==> src/hdl/vzc_pkg.sv <==
// vzc_pkg: shared types and constants of the varint/zigzag codec.
// Holds the item, result, configuration and job structs and the status codes.
// No dependencies.
package vzc_pkg;

	localparam logic [3:0] MAX_BYTES_64 = 4'd10;
	localparam logic [3:0] MAX_BYTES_32 = 4'd5;

	// status codes
	localparam logic [2:0] ST_OK        = 3'd0;
	localparam logic [2:0] ST_SMALL     = 3'd1;
	localparam logic [2:0] ST_TRUNC     = 3'd2;
	localparam logic [2:0] ST_OVERFLOW  = 3'd3;
	localparam logic [2:0] ST_MALFORMED = 3'd4;
	localparam logic [2:0] ST_WIDE      = 3'd5;

	// job kinds in the queue
	localparam logic [1:0] JOB_ENC = 2'd0;  // emit the groups of a value
	localparam logic [1:0] JOB_ERR = 2'd1;  // encoded length above the limit
	localparam logic [1:0] JOB_DEC = 2'd2;  // one decode result

	// configuration register indexes
	localparam logic [1:0] REG_DIRECTION   = 2'd0;
	localparam logic [1:0] REG_WIDTH_MODE  = 2'd1;
	localparam logic [1:0] REG_SIGNED_MODE = 2'd2;
	localparam logic [1:0] REG_OUT_LIMIT   = 2'd3;

	typedef struct packed {
		logic [63:0] value_in;
		logic [7:0]  in_byte;
		logic        input_ends;
	} vzc_in_t;

	typedef struct packed {
		logic [7:0]  out_byte;
		logic        out_last;
		logic [63:0] decoded_value;
		logic [2:0]  status;
		logic [3:0]  byte_count;
	} vzc_out_t;

	typedef struct packed {
		logic       direction;
		logic       width_mode;
		logic       signed_mode;
		logic [3:0] out_limit;
	} vzc_cfg_t;

	typedef struct packed {
		logic [1:0]  kind;
		logic [63:0] value;
		logic [3:0]  count;
		logic [2:0]  status;
	} vzc_job_t;

endpackage

==> src/hdl/vzc_front.sv <==
// vzc_front: accepts items, zigzag-maps and sizes values to encode, and runs
// the decode accumulator. Produces one job per result-bearing item.
// Depends on vzc_pkg.
module vzc_front (
	input  logic               clk,
	input  logic               arst_n,
	input  vzc_pkg::vzc_cfg_t  cfg,
	input  logic               item_valid,
	output logic               item_ready,
	input  vzc_pkg::vzc_in_t   item,
	input  logic               q_full,
	output logic               push,
	output vzc_pkg::vzc_job_t  job
);

	logic        accept;
	logic [31:0] v32;
	logic [31:0] zz32;
	logic [63:0] zz64;
	logic [63:0] enc_v;
	logic [3:0]  enc_n;

	logic [63:0] acc_q;
	logic [3:0]  gc_q;
	logic [3:0]  maxb;
	logic [6:0]  payload;
	logic        cont;
	logic [6:0]  shamt;
	logic [63:0] acc_new;
	logic [3:0]  cnt;
	logic [63:0] z;
	logic        dec_res;
	vzc_pkg::vzc_job_t dec_job;

	assign item_ready = !q_full;
	assign accept     = item_valid && item_ready;

	// encode: zigzag and length
	assign v32  = item.value_in[31:0];
	assign zz32 = cfg.signed_mode ? ({v32[30:0], 1'b0} ^ {32{v32[31]}}) : v32;
	assign zz64 = cfg.signed_mode ?
		({item.value_in[62:0], 1'b0} ^ {64{item.value_in[63]}}) : item.value_in;
	assign enc_v = cfg.width_mode ? zz64 : {32'b0, zz32};

	always_comb begin
		enc_n = 4'd1;
		for (int j = 1; j < 9; j++) begin
			if (|enc_v[7*j +: 7]) begin
				enc_n = 4'(j + 1);
			end
		end
		if (enc_v[63]) begin
			enc_n = 4'd10;
		end
	end

	// decode: one byte per item
	assign maxb    = cfg.width_mode ? vzc_pkg::MAX_BYTES_64 : vzc_pkg::MAX_BYTES_32;
	assign payload = item.in_byte[6:0];
	assign cont    = item.in_byte[7];
	assign shamt   = {gc_q, 3'b000} - {3'b000, gc_q};
	assign acc_new = acc_q | ({57'b0, payload} << shamt);
	assign cnt     = gc_q + 4'd1;

	always_comb begin
		if (cfg.width_mode) begin
			z = cfg.signed_mode ? ((acc_new >> 1) ^ {64{acc_new[0]}}) : acc_new;
		end else begin
			z = cfg.signed_mode ?
				{32'b0, (acc_new[31:0] >> 1) ^ {32{acc_new[0]}}} :
				{32'b0, acc_new[31:0]};
		end
	end

	always_comb begin
		dec_res        = 1'b1;
		dec_job.kind   = vzc_pkg::JOB_DEC;
		dec_job.value  = 64'b0;
		dec_job.count  = cnt;
		dec_job.status = vzc_pkg::ST_OK;
		if (gc_q >= maxb) begin
			// held more bytes than the current width allows
			dec_job.status = vzc_pkg::ST_MALFORMED;
			dec_job.count  = (cnt > vzc_pkg::MAX_BYTES_64) ? vzc_pkg::MAX_BYTES_64 : cnt;
		end else if (cnt == vzc_pkg::MAX_BYTES_64 &&
				(payload > 7'd1 || (cont && payload != 7'd0))) begin
			dec_job.status = vzc_pkg::ST_OVERFLOW;
		end else if (!cont) begin
			if (!cfg.width_mode && (|acc_new[63:32])) begin
				dec_job.status = vzc_pkg::ST_WIDE;
			end else begin
				dec_job.value = z;
			end
		end else if (cnt >= maxb) begin
			dec_job.status = vzc_pkg::ST_MALFORMED;
		end else if (item.input_ends) begin
			dec_job.status = vzc_pkg::ST_TRUNC;
		end else begin
			dec_res = 1'b0;
		end
	end

	always_comb begin
		if (cfg.direction) begin
			push = accept && dec_res;
			job  = dec_job;
		end else begin
			push       = accept;
			job.kind   = (enc_n > cfg.out_limit) ? vzc_pkg::JOB_ERR : vzc_pkg::JOB_ENC;
			job.value  = enc_v;
			job.count  = enc_n;
			job.status = (enc_n > cfg.out_limit) ? vzc_pkg::ST_SMALL : vzc_pkg::ST_OK;
		end
	end

	always_ff @(posedge clk or negedge arst_n) begin
		if (!arst_n) begin
			acc_q <= 64'b0;
			gc_q  <= 4'd0;
		end else if (accept && cfg.direction) begin
			if (dec_res) begin
				acc_q <= 64'b0;
				gc_q  <= 4'd0;
			end else begin
				acc_q <= acc_new;
				gc_q  <= cnt;
			end
		end
	end

endmodule

==> src/hdl/vzc_queue.sv <==
// vzc_queue: small register FIFO of jobs between front and back.
// Depends on vzc_pkg.
module vzc_queue #(
	parameter int DEPTH = 2
) (
	input  logic               clk,
	input  logic               arst_n,
	input  logic               push,
	input  vzc_pkg::vzc_job_t  push_job,
	output logic               full,
	input  logic               pop,
	output vzc_pkg::vzc_job_t  head,
	output logic               empty
);

	localparam int PW = (DEPTH > 1) ? $clog2(DEPTH) : 1;
	localparam int CW = $clog2(DEPTH + 1);

	vzc_pkg::vzc_job_t slots_q [DEPTH];
	logic [PW-1:0] wr_ptr_q;
	logic [PW-1:0] rd_ptr_q;
	logic [CW-1:0] count_q;

	assign full  = count_q == CW'(DEPTH);
	assign empty = count_q == '0;
	assign head  = slots_q[rd_ptr_q];

	always_ff @(posedge clk) begin
		if (push) begin
			slots_q[wr_ptr_q] <= push_job;
		end
	end

	always_ff @(posedge clk or negedge arst_n) begin
		if (!arst_n) begin
			wr_ptr_q <= '0;
			rd_ptr_q <= '0;
			count_q  <= '0;
		end else begin
			if (push) begin
				wr_ptr_q <= (wr_ptr_q == PW'(DEPTH - 1)) ? '0 : wr_ptr_q + 1'b1;
			end
			if (pop) begin
				rd_ptr_q <= (rd_ptr_q == PW'(DEPTH - 1)) ? '0 : rd_ptr_q + 1'b1;
			end
			case ({push, pop})
				2'b10:   count_q <= count_q + 1'b1;
				2'b01:   count_q <= count_q - 1'b1;
				default: count_q <= count_q;
			endcase
		end
	end

`ifndef NO_ASSERTIONS
	a_no_overrun: assert property (@(posedge clk) disable iff (!arst_n) !(push && full && !pop))
		else $error("job pushed into a full queue");
	a_no_underrun: assert property (@(posedge clk) disable iff (!arst_n) !(pop && empty))
		else $error("job popped from an empty queue");
	a_count_bound: assert property (@(posedge clk) disable iff (!arst_n) count_q <= CW'(DEPTH))
		else $error("queue count above depth");
`endif

endmodule

==> src/hdl/vzc_back.sv <==
// vzc_back: drains jobs into result words, one encoded byte per cycle while
// result_ready is high, through a registered output stage. Depends on vzc_pkg.
module vzc_back (
	input  logic               clk,
	input  logic               arst_n,
	input  logic               q_empty,
	input  vzc_pkg::vzc_job_t  head,
	output logic               pop,
	output logic               result_valid,
	input  logic               result_ready,
	output vzc_pkg::vzc_out_t  result
);

	logic              out_valid_q;
	vzc_pkg::vzc_out_t out_q;
	logic              active_q;
	logic [63:0]       sh_q;
	logic [3:0]        rem_q;
	logic [3:0]        cnt_q;

	logic              adv;
	logic              load;
	vzc_pkg::vzc_out_t out_d;
	logic              active_d;
	logic [63:0]       sh_d;
	logic [3:0]        rem_d;
	logic [3:0]        cnt_d;

	function automatic vzc_pkg::vzc_out_t enc_word(logic [63:0] v, logic [3:0] rem,
			logic [3:0] n);
		vzc_pkg::vzc_out_t w;
		w.out_byte      = {rem != 4'd1, v[6:0]};
		w.out_last      = rem == 4'd1;
		w.decoded_value = 64'b0;
		w.status        = vzc_pkg::ST_OK;
		w.byte_count    = n;
		return w;
	endfunction

	assign adv          = !out_valid_q || result_ready;
	assign pop          = adv && !active_q && !q_empty;
	assign load         = adv && (active_q || !q_empty);
	assign result_valid = out_valid_q;
	assign result       = out_q;

	always_comb begin
		out_d    = enc_word(sh_q, rem_q, cnt_q);
		active_d = rem_q != 4'd1;
		sh_d     = sh_q >> 7;
		rem_d    = rem_q - 4'd1;
		cnt_d    = cnt_q;
		if (!active_q) begin
			cnt_d = head.count;
			sh_d  = head.value >> 7;
			rem_d = head.count - 4'd1;
			case (head.kind)
				vzc_pkg::JOB_ENC: begin
					out_d    = enc_word(head.value, head.count, head.count);
					active_d = head.count != 4'd1;
				end
				vzc_pkg::JOB_ERR: begin
					out_d.out_byte      = 8'b0;
					out_d.out_last      = 1'b1;
					out_d.decoded_value = 64'b0;
					out_d.status        = head.status;
					out_d.byte_count    = 4'd0;
					active_d            = 1'b0;
				end
				default: begin
					out_d.out_byte      = 8'b0;
					out_d.out_last      = 1'b0;
					out_d.decoded_value = head.value;
					out_d.status        = head.status;
					out_d.byte_count    = head.count;
					active_d            = 1'b0;
				end
			endcase
		end
	end

	always_ff @(posedge clk) begin
		if (load) begin
			out_q <= out_d;
			sh_q  <= sh_d;
			rem_q <= rem_d;
			cnt_q <= cnt_d;
		end
	end

	always_ff @(posedge clk or negedge arst_n) begin
		if (!arst_n) begin
			out_valid_q <= 1'b0;
			active_q    <= 1'b0;
		end else if (adv) begin
			out_valid_q <= load;
			active_q    <= load && active_d;
		end
	end

`ifndef NO_ASSERTIONS
	a_active_shown: assert property (@(posedge clk) disable iff (!arst_n)
			active_q |-> out_valid_q)
		else $error("encode in progress without a pending output word");
	a_active_rem: assert property (@(posedge clk) disable iff (!arst_n)
			active_q |-> (rem_q != 4'd0 && !out_q.out_last))
		else $error("encode in progress with no bytes left");
`endif

endmodule

==> src/hdl/varint_zigzag_codec.sv <==
// varint_zigzag_codec: top level of the LEB128 varint codec with zigzag mapping.
// Instantiates vzc_front, vzc_queue and vzc_back; depends on vzc_pkg.
//
// The codec runs in one of two directions set through the configuration port.
// Encoding takes one 32- or 64-bit value per item (zigzag-mapped when
// signed_mode is 1) and returns its 7-bit groups, low group first, one byte per
// result word with out_last on the final byte; a value longer than out_limit
// bytes returns one word with status 1 instead. Decoding takes one byte per
// item and returns one word when a value completes or an error is found
// (truncated, overflow, malformed, exceeds 32 bits); the accumulator clears
// after every such word. Rate: a decode byte is taken every cycle unless the
// queue is full; an encoded value holds the output for one word per byte, so
// the single-byte output register sets the encode rate. An accepted item is
// registered in the queue and then in the output register. A queue of
// QUEUE_DEPTH jobs sits between the front (classification, zigzag,
// accumulator) and the back (byte serializer), so input keeps flowing while
// results wait. Write configuration only while idle; writes are always taken.
module varint_zigzag_codec #(
	parameter int QUEUE_DEPTH = 2
) (
	input  logic              clk,
	input  logic              arst_n,
	input  logic              item_valid,
	output logic              item_ready,
	input  vzc_pkg::vzc_in_t  item,
	output logic              result_valid,
	input  logic              result_ready,
	output vzc_pkg::vzc_out_t result,
	input  logic              cfg_valid,
	output logic              cfg_ready,
	input  logic [1:0]        cfg_index,
	input  logic [3:0]        cfg_data
);

	vzc_pkg::vzc_cfg_t cfg_q;
	logic              push;
	logic              pop;
	logic              q_full;
	logic              q_empty;
	vzc_pkg::vzc_job_t job;
	vzc_pkg::vzc_job_t head;

	// configuration registers: always ready
	assign cfg_ready = 1'b1;

	always_ff @(posedge clk or negedge arst_n) begin
		if (!arst_n) begin
			cfg_q.direction   <= 1'b0;
			cfg_q.width_mode  <= 1'b1;
			cfg_q.signed_mode <= 1'b0;
			cfg_q.out_limit   <= vzc_pkg::MAX_BYTES_64;
		end else if (cfg_valid) begin
			case (cfg_index)
				vzc_pkg::REG_DIRECTION:   cfg_q.direction   <= cfg_data[0];
				vzc_pkg::REG_WIDTH_MODE:  cfg_q.width_mode  <= cfg_data[0];
				vzc_pkg::REG_SIGNED_MODE: cfg_q.signed_mode <= cfg_data[0];
				vzc_pkg::REG_OUT_LIMIT:   cfg_q.out_limit   <= cfg_data;
				default:                  cfg_q             <= cfg_q;
			endcase
		end
	end

	// front: accept and classify
	vzc_front u_front (
		.clk        (clk),
		.arst_n     (arst_n),
		.cfg        (cfg_q),
		.item_valid (item_valid),
		.item_ready (item_ready),
		.item       (item),
		.q_full     (q_full),
		.push       (push),
		.job        (job)
	);

	// hold jobs between the two sides
	vzc_queue #(
		.DEPTH (QUEUE_DEPTH)
	) u_queue (
		.clk      (clk),
		.arst_n   (arst_n),
		.push     (push),
		.push_job (job),
		.full     (q_full),
		.pop      (pop),
		.head     (head),
		.empty    (q_empty)
	);

	// back: serialize into result words
	vzc_back u_back (
		.clk          (clk),
		.arst_n       (arst_n),
		.q_empty      (q_empty),
		.head         (head),
		.pop          (pop),
		.result_valid (result_valid),
		.result_ready (result_ready),
		.result       (result)
	);

`ifndef NO_ASSERTIONS
	a_no_push_full: assert property (@(posedge clk) disable iff (!arst_n) push |-> !q_full)
		else $error("front pushed a job into a full queue");
	a_last_has_count: assert property (@(posedge clk) disable iff (!arst_n)
			(result_valid && result.out_last && result.status == vzc_pkg::ST_OK)
			|-> result.byte_count != 4'd0)
		else $error("final encoded byte without a byte count");
	a_pop_feeds_output: assert property (@(posedge clk) disable iff (!arst_n)
			pop |=> result_valid)
		else $error("popped job produced no result word");
`endif

endmodule

==> config.mk <==
export PLATFORM = sky130hd
export DESIGN_NAME = varint_zigzag_codec
export DESIGN_NICKNAME = d
export VERILOG_FILES = /design/src/hdl/vzc_pkg.sv /design/src/hdl/vzc_front.sv /design/src/hdl/vzc_queue.sv /design/src/hdl/vzc_back.sv /design/src/hdl/varint_zigzag_codec.sv
export SDC_FILE = /design/constraint.sdc
export NUM_CORES = 1
export LEC_CHECK = 0
export BUFFER_PORTS_ARGS = -buffer_cell sky130_fd_sc_hd__buf_2
export CAP_MARGIN = 20
export CORE_MARGIN = 3
export CORE_UTILIZATION = 35
export DETAILED_ROUTE_END_ITERATION = 6
export SLEW_MARGIN = 15
export SYNTH_ARGS = -nofsm -noshare
export SYNTH_HDL_FRONTEND = slang
export SYNTH_SLANG_ARGS = --single-unit
==> constraint.sdc <==
create_clock -name clk -period 21.4 [get_ports clk]
set_input_delay 3.21 -clock clk [delete_from_list [all_inputs] [get_ports clk]]
set_output_delay 3.21 -clock clk [all_outputs]
set_load 0.02 [all_outputs]
==> run_results.csv <==
group,metric,value,unit
run_status,status,"finished, final reports clean",
route,vias_per_cell,5.39,
critical_path,worst_setup_path_end_kind,"register",
synth,synth_top_area_share,0.433,
critical_path,crit_arrival,7240,ps
synth,synth.distinct_cells,95,
critical_path,r2r_cells,12,
synth,synth_commonest_cells,"edfxtp_1, a21oi_1, nor2_1",
route,drt-initial-drc-count,1277,
finish,stdcell_count,2656,
placement,port_buffers,165,
floorplanning,chipHeight,246,µm
synth,ys_ff_latch,372,
global_routing,grt_overflow_total,0,
route,first_pass_iters,6,
placement,dp_hpwl,40.3,mm
critical_path,cp_cell_sequence,"buf_2 > buf_4 > mux2i_4 > buf_4 > nor3_1 > o21ai_0 > a21oi_1 > o21bai_1 > a21boi_0 > o21ai_0 > nand2_1 > ha_1 > nor2b_1 > o21ai_0 > nand2b_1 > a21oi_1 > nor2_1 > nor2_1 > a21oi_1",
timing,fin_crit_sh,0.320,
synth,synthArstFlopShare,0.218,
route,wire_per_inst,21.4,µm
clocking,cts_tree,"done",
floorplanning,initial_core_util,0.356,
route,wl,56.9,mm
clocking,path_clk_slew,60,ps
critical_path,rrSetupSlack,15850,ps
route,routed.top_layer,"met4",
run,drv_cap,0,
timing,fmax,146,MHz
hold_path,min-delay-start,"u_front.acc_q[16]",
route,routed-wl-met3,3.76,mm
floorplanning,fp.dieW,246,µm
clocking,cts_resized,0,
floorplanning,ioPinCount,167,
clocking,cts.sinks,372,
synth,syn_area,0.0202,mm²
timing,finalHoldViolations,0,
critical_path,slowest_delay,590,ps
synth,yosys-top-cells-area,"edfxtp_1, dfrtp_1, mux2_2, a21oi_1, mux2i_1",
synth,avgSynthCellArea,11.5,µm²
critical_path,rr_endpoint,"u_queue.slots_q[0][8]",
clocking,post_cts_buffers,0,
placement,dp.cells,2571,
synth,synth_edf_count,291,
timing,relSlewSlack,0.212,
critical_path,crit_required,21790,ps
critical_path,critical_path_class,"input pin to register",
timing,grt_setup_unrepaired,"false",
hold_path,worstHoldPathCells,1,
global_routing,track_usage,0.185,
floorplanning,core,0.0567,mm²
floorplanning,die-area,0.0605,mm²
hold_path,hp-class,"register to register",
clocking,root_buffer,"clkbuf_16",
pwr,p_leak,8.44,nW
timing,worst_pin_slew,1180,ps
synth,yosysWarnings,0,
synth,ys.flop_type,"edfxtp_1",
timing,setup_viol,0,
global_routing,antenna_found_initial,5,
global_routing,first_global_vias,14000,
synth,ys_seq_area_frac,0.534,
clocking,cts_made_buffers,41,
clocking,htreeDepth,2,
placement,place_ws,14010,ps
global_routing,grt_pass1_wl,86.1,mm
timing,period_needed,6850,ps
timing,maxSlewViolCount,0,
route,route.vias.total,14300,
finish,stdcell_area,0.0232,mm²
clocking,clk_latency,570,ps
placement,placed_area,0.0217,mm²
synth,syn-num-nets,1857,
finish,finalNetCount,1965,
critical_path,r2r-start,"u_front.gc_q[0]",
clocking,ctsHoldBuffers,0,
route,dr_wl_met2,26.3,mm
synth,synth.most_common_cell,"edfxtp_1",
critical_path,start_kind,"input pin",
timing,setup_slack,14550,ps
hold_path,hold-path-endpoint,"u_front.acc_q[16]",
route,drcViolationCount,0,
clocking,cts_buffer_depth,3,
finish,drive_gt1_frac,0.237,
placement,gp_congestion,0.954,
timing,tns,0,ps
synth,synthCells,1752,
pwr,power_density,146,mW/mm²
route,ant_nets,0,
finish,area_growth,14.9,%
route,drt-met1-wl,25.4,mm
global_routing,grt_max_degree,180,
finish,n_fill_cell,5304,
synth,yosysTopAreaCell,"edfxtp_1",
pwr,ir_drop,0.0675,mV
critical_path,critPathMaxFanout,46,
timing,finClkSkew,17.9,ps
critical_path,worst_path_max_delay_cell,"o21ai_0",
floorplanning,row_count,87,
[cell usage in the layout (no fill, tap or decap), types with 19 or more instances in the layout]
cell type	count
a21oi_1	177
buf_2	164
buf_4	25
clkbuf_16	41
dfrtp_1	74
edfxtp_1	291
ha_1	21
inv_1	31
mux2_2	113
mux2i_1	69
nand2_1	79
nand3_1	19
nor2_1	174
nor2b_1	57
nor3_1	29
o21ai_0	56
o22ai_1	22
o32ai_2	30
xnor2_1	78
xor2_1	61
[registers in the layout (all words and copies together), names as in the netlist]
signal               count
cfg_q                    7
u_front.gc_q             4
u_queue.count_q          2
u_queue.wr_ptr_q         1
u_front.acc_q           64
u_back.sh_q             57
u_back.cnt_q             4
u_back.rem_q             4
u_queue.rd_ptr_q         1
u_back.result_valid      1
u_queue.slots_q        146
u_back.result           80
u_back.active_q          1
[cell families (layout without fill, tap and decap cells)]
| group | after synthesis | after routing | synth area share |
|---|---|---|---|
| and+or+nand+nor | 452 | 452 | 0.111 |
| AOI/OAI and AO/OA | 418 | 418 | 0.144 |
| xor gates and xnor gates | 139 | 139 | 0.0604 |
| adders and majority gates | 21 | 21 | 0.0130 |
| buffers and inverters | 160 | 299 | 0.0339 |
| other | 1 | 10 | 0.000186 |
| muxes | 189 | 189 | 0.104 |
| DFF | 372 | 372 | 0.534 |
[per-stage QoR]
| stage | hold WS, ps | power [mW] | utilization |
|---|---|---|---|
| final | 500 | 3.38 | 0.409 |
| after detailed placement | 487 | 2.63 | 0.382 |
| after CTS | 501 | 3.39 | 0.407 |
| after global routing | 508 | 3.56 | 0.408 |
| after global placement | 478 | 2.62 | 0.382 |
| after floorplan | 456 | 2.20 | - |
[power by group]
| part | switching (mW) | internal (mW) |
|---|---|---|
| Clock | 0.297 | 0.447 |
| Sequential | 0.0810 | 1.11 |
| Combinational | 0.958 | 0.487 |
[final cells by class]
type,instances,area (µm²),area share
flip-flops and latches,372,10800,0.465
multi-input cells,1220,8800,0.380
repair buffers,192,1080,0.0464
clock buffers,47,1070,0.0461
well taps,756,946,0.0408
clock inverters,27,355,0.0153
inverters,33,124,0.00535
diodes,9,22.5,0.000972
[how the worst max path moves through the flow]
stage,from,end,slack [ps]
2_1_floorplan,result_ready,u_back.rem_q[0],11570
5_1_grt,item[72],u_queue.slots_q[0][0],14420
4_1_cts,item[72],u_queue.slots_q[1][0],14590
6_report,item[72],u_queue.slots_q[1][0],14550
3_5_place_dp,item[72],u_queue.slots_q[0][0],14010
3_3_place_gp,item[72],u_queue.slots_q[0][0],14080
[critical path, delay by kind of cell]
family | cells | cell delay [ps]
buffers and inverters | 3 | 860
adders and majority gates | 1 | 240
and+or+nand+nor | 6 | 790
muxes | 1 | 220
AOI/OAI and AO/OA | 8 | 1850
[layer usage]
layer / global-route usage / vias to the layer above
met5: 0 / -
met4: 0.0615 / 0
met3: 0.0305 / 95
met2: 0.291 / 462
met1: 0.258 / 7054
li1: - / 6712
Power figures use the tool's default switching activity.
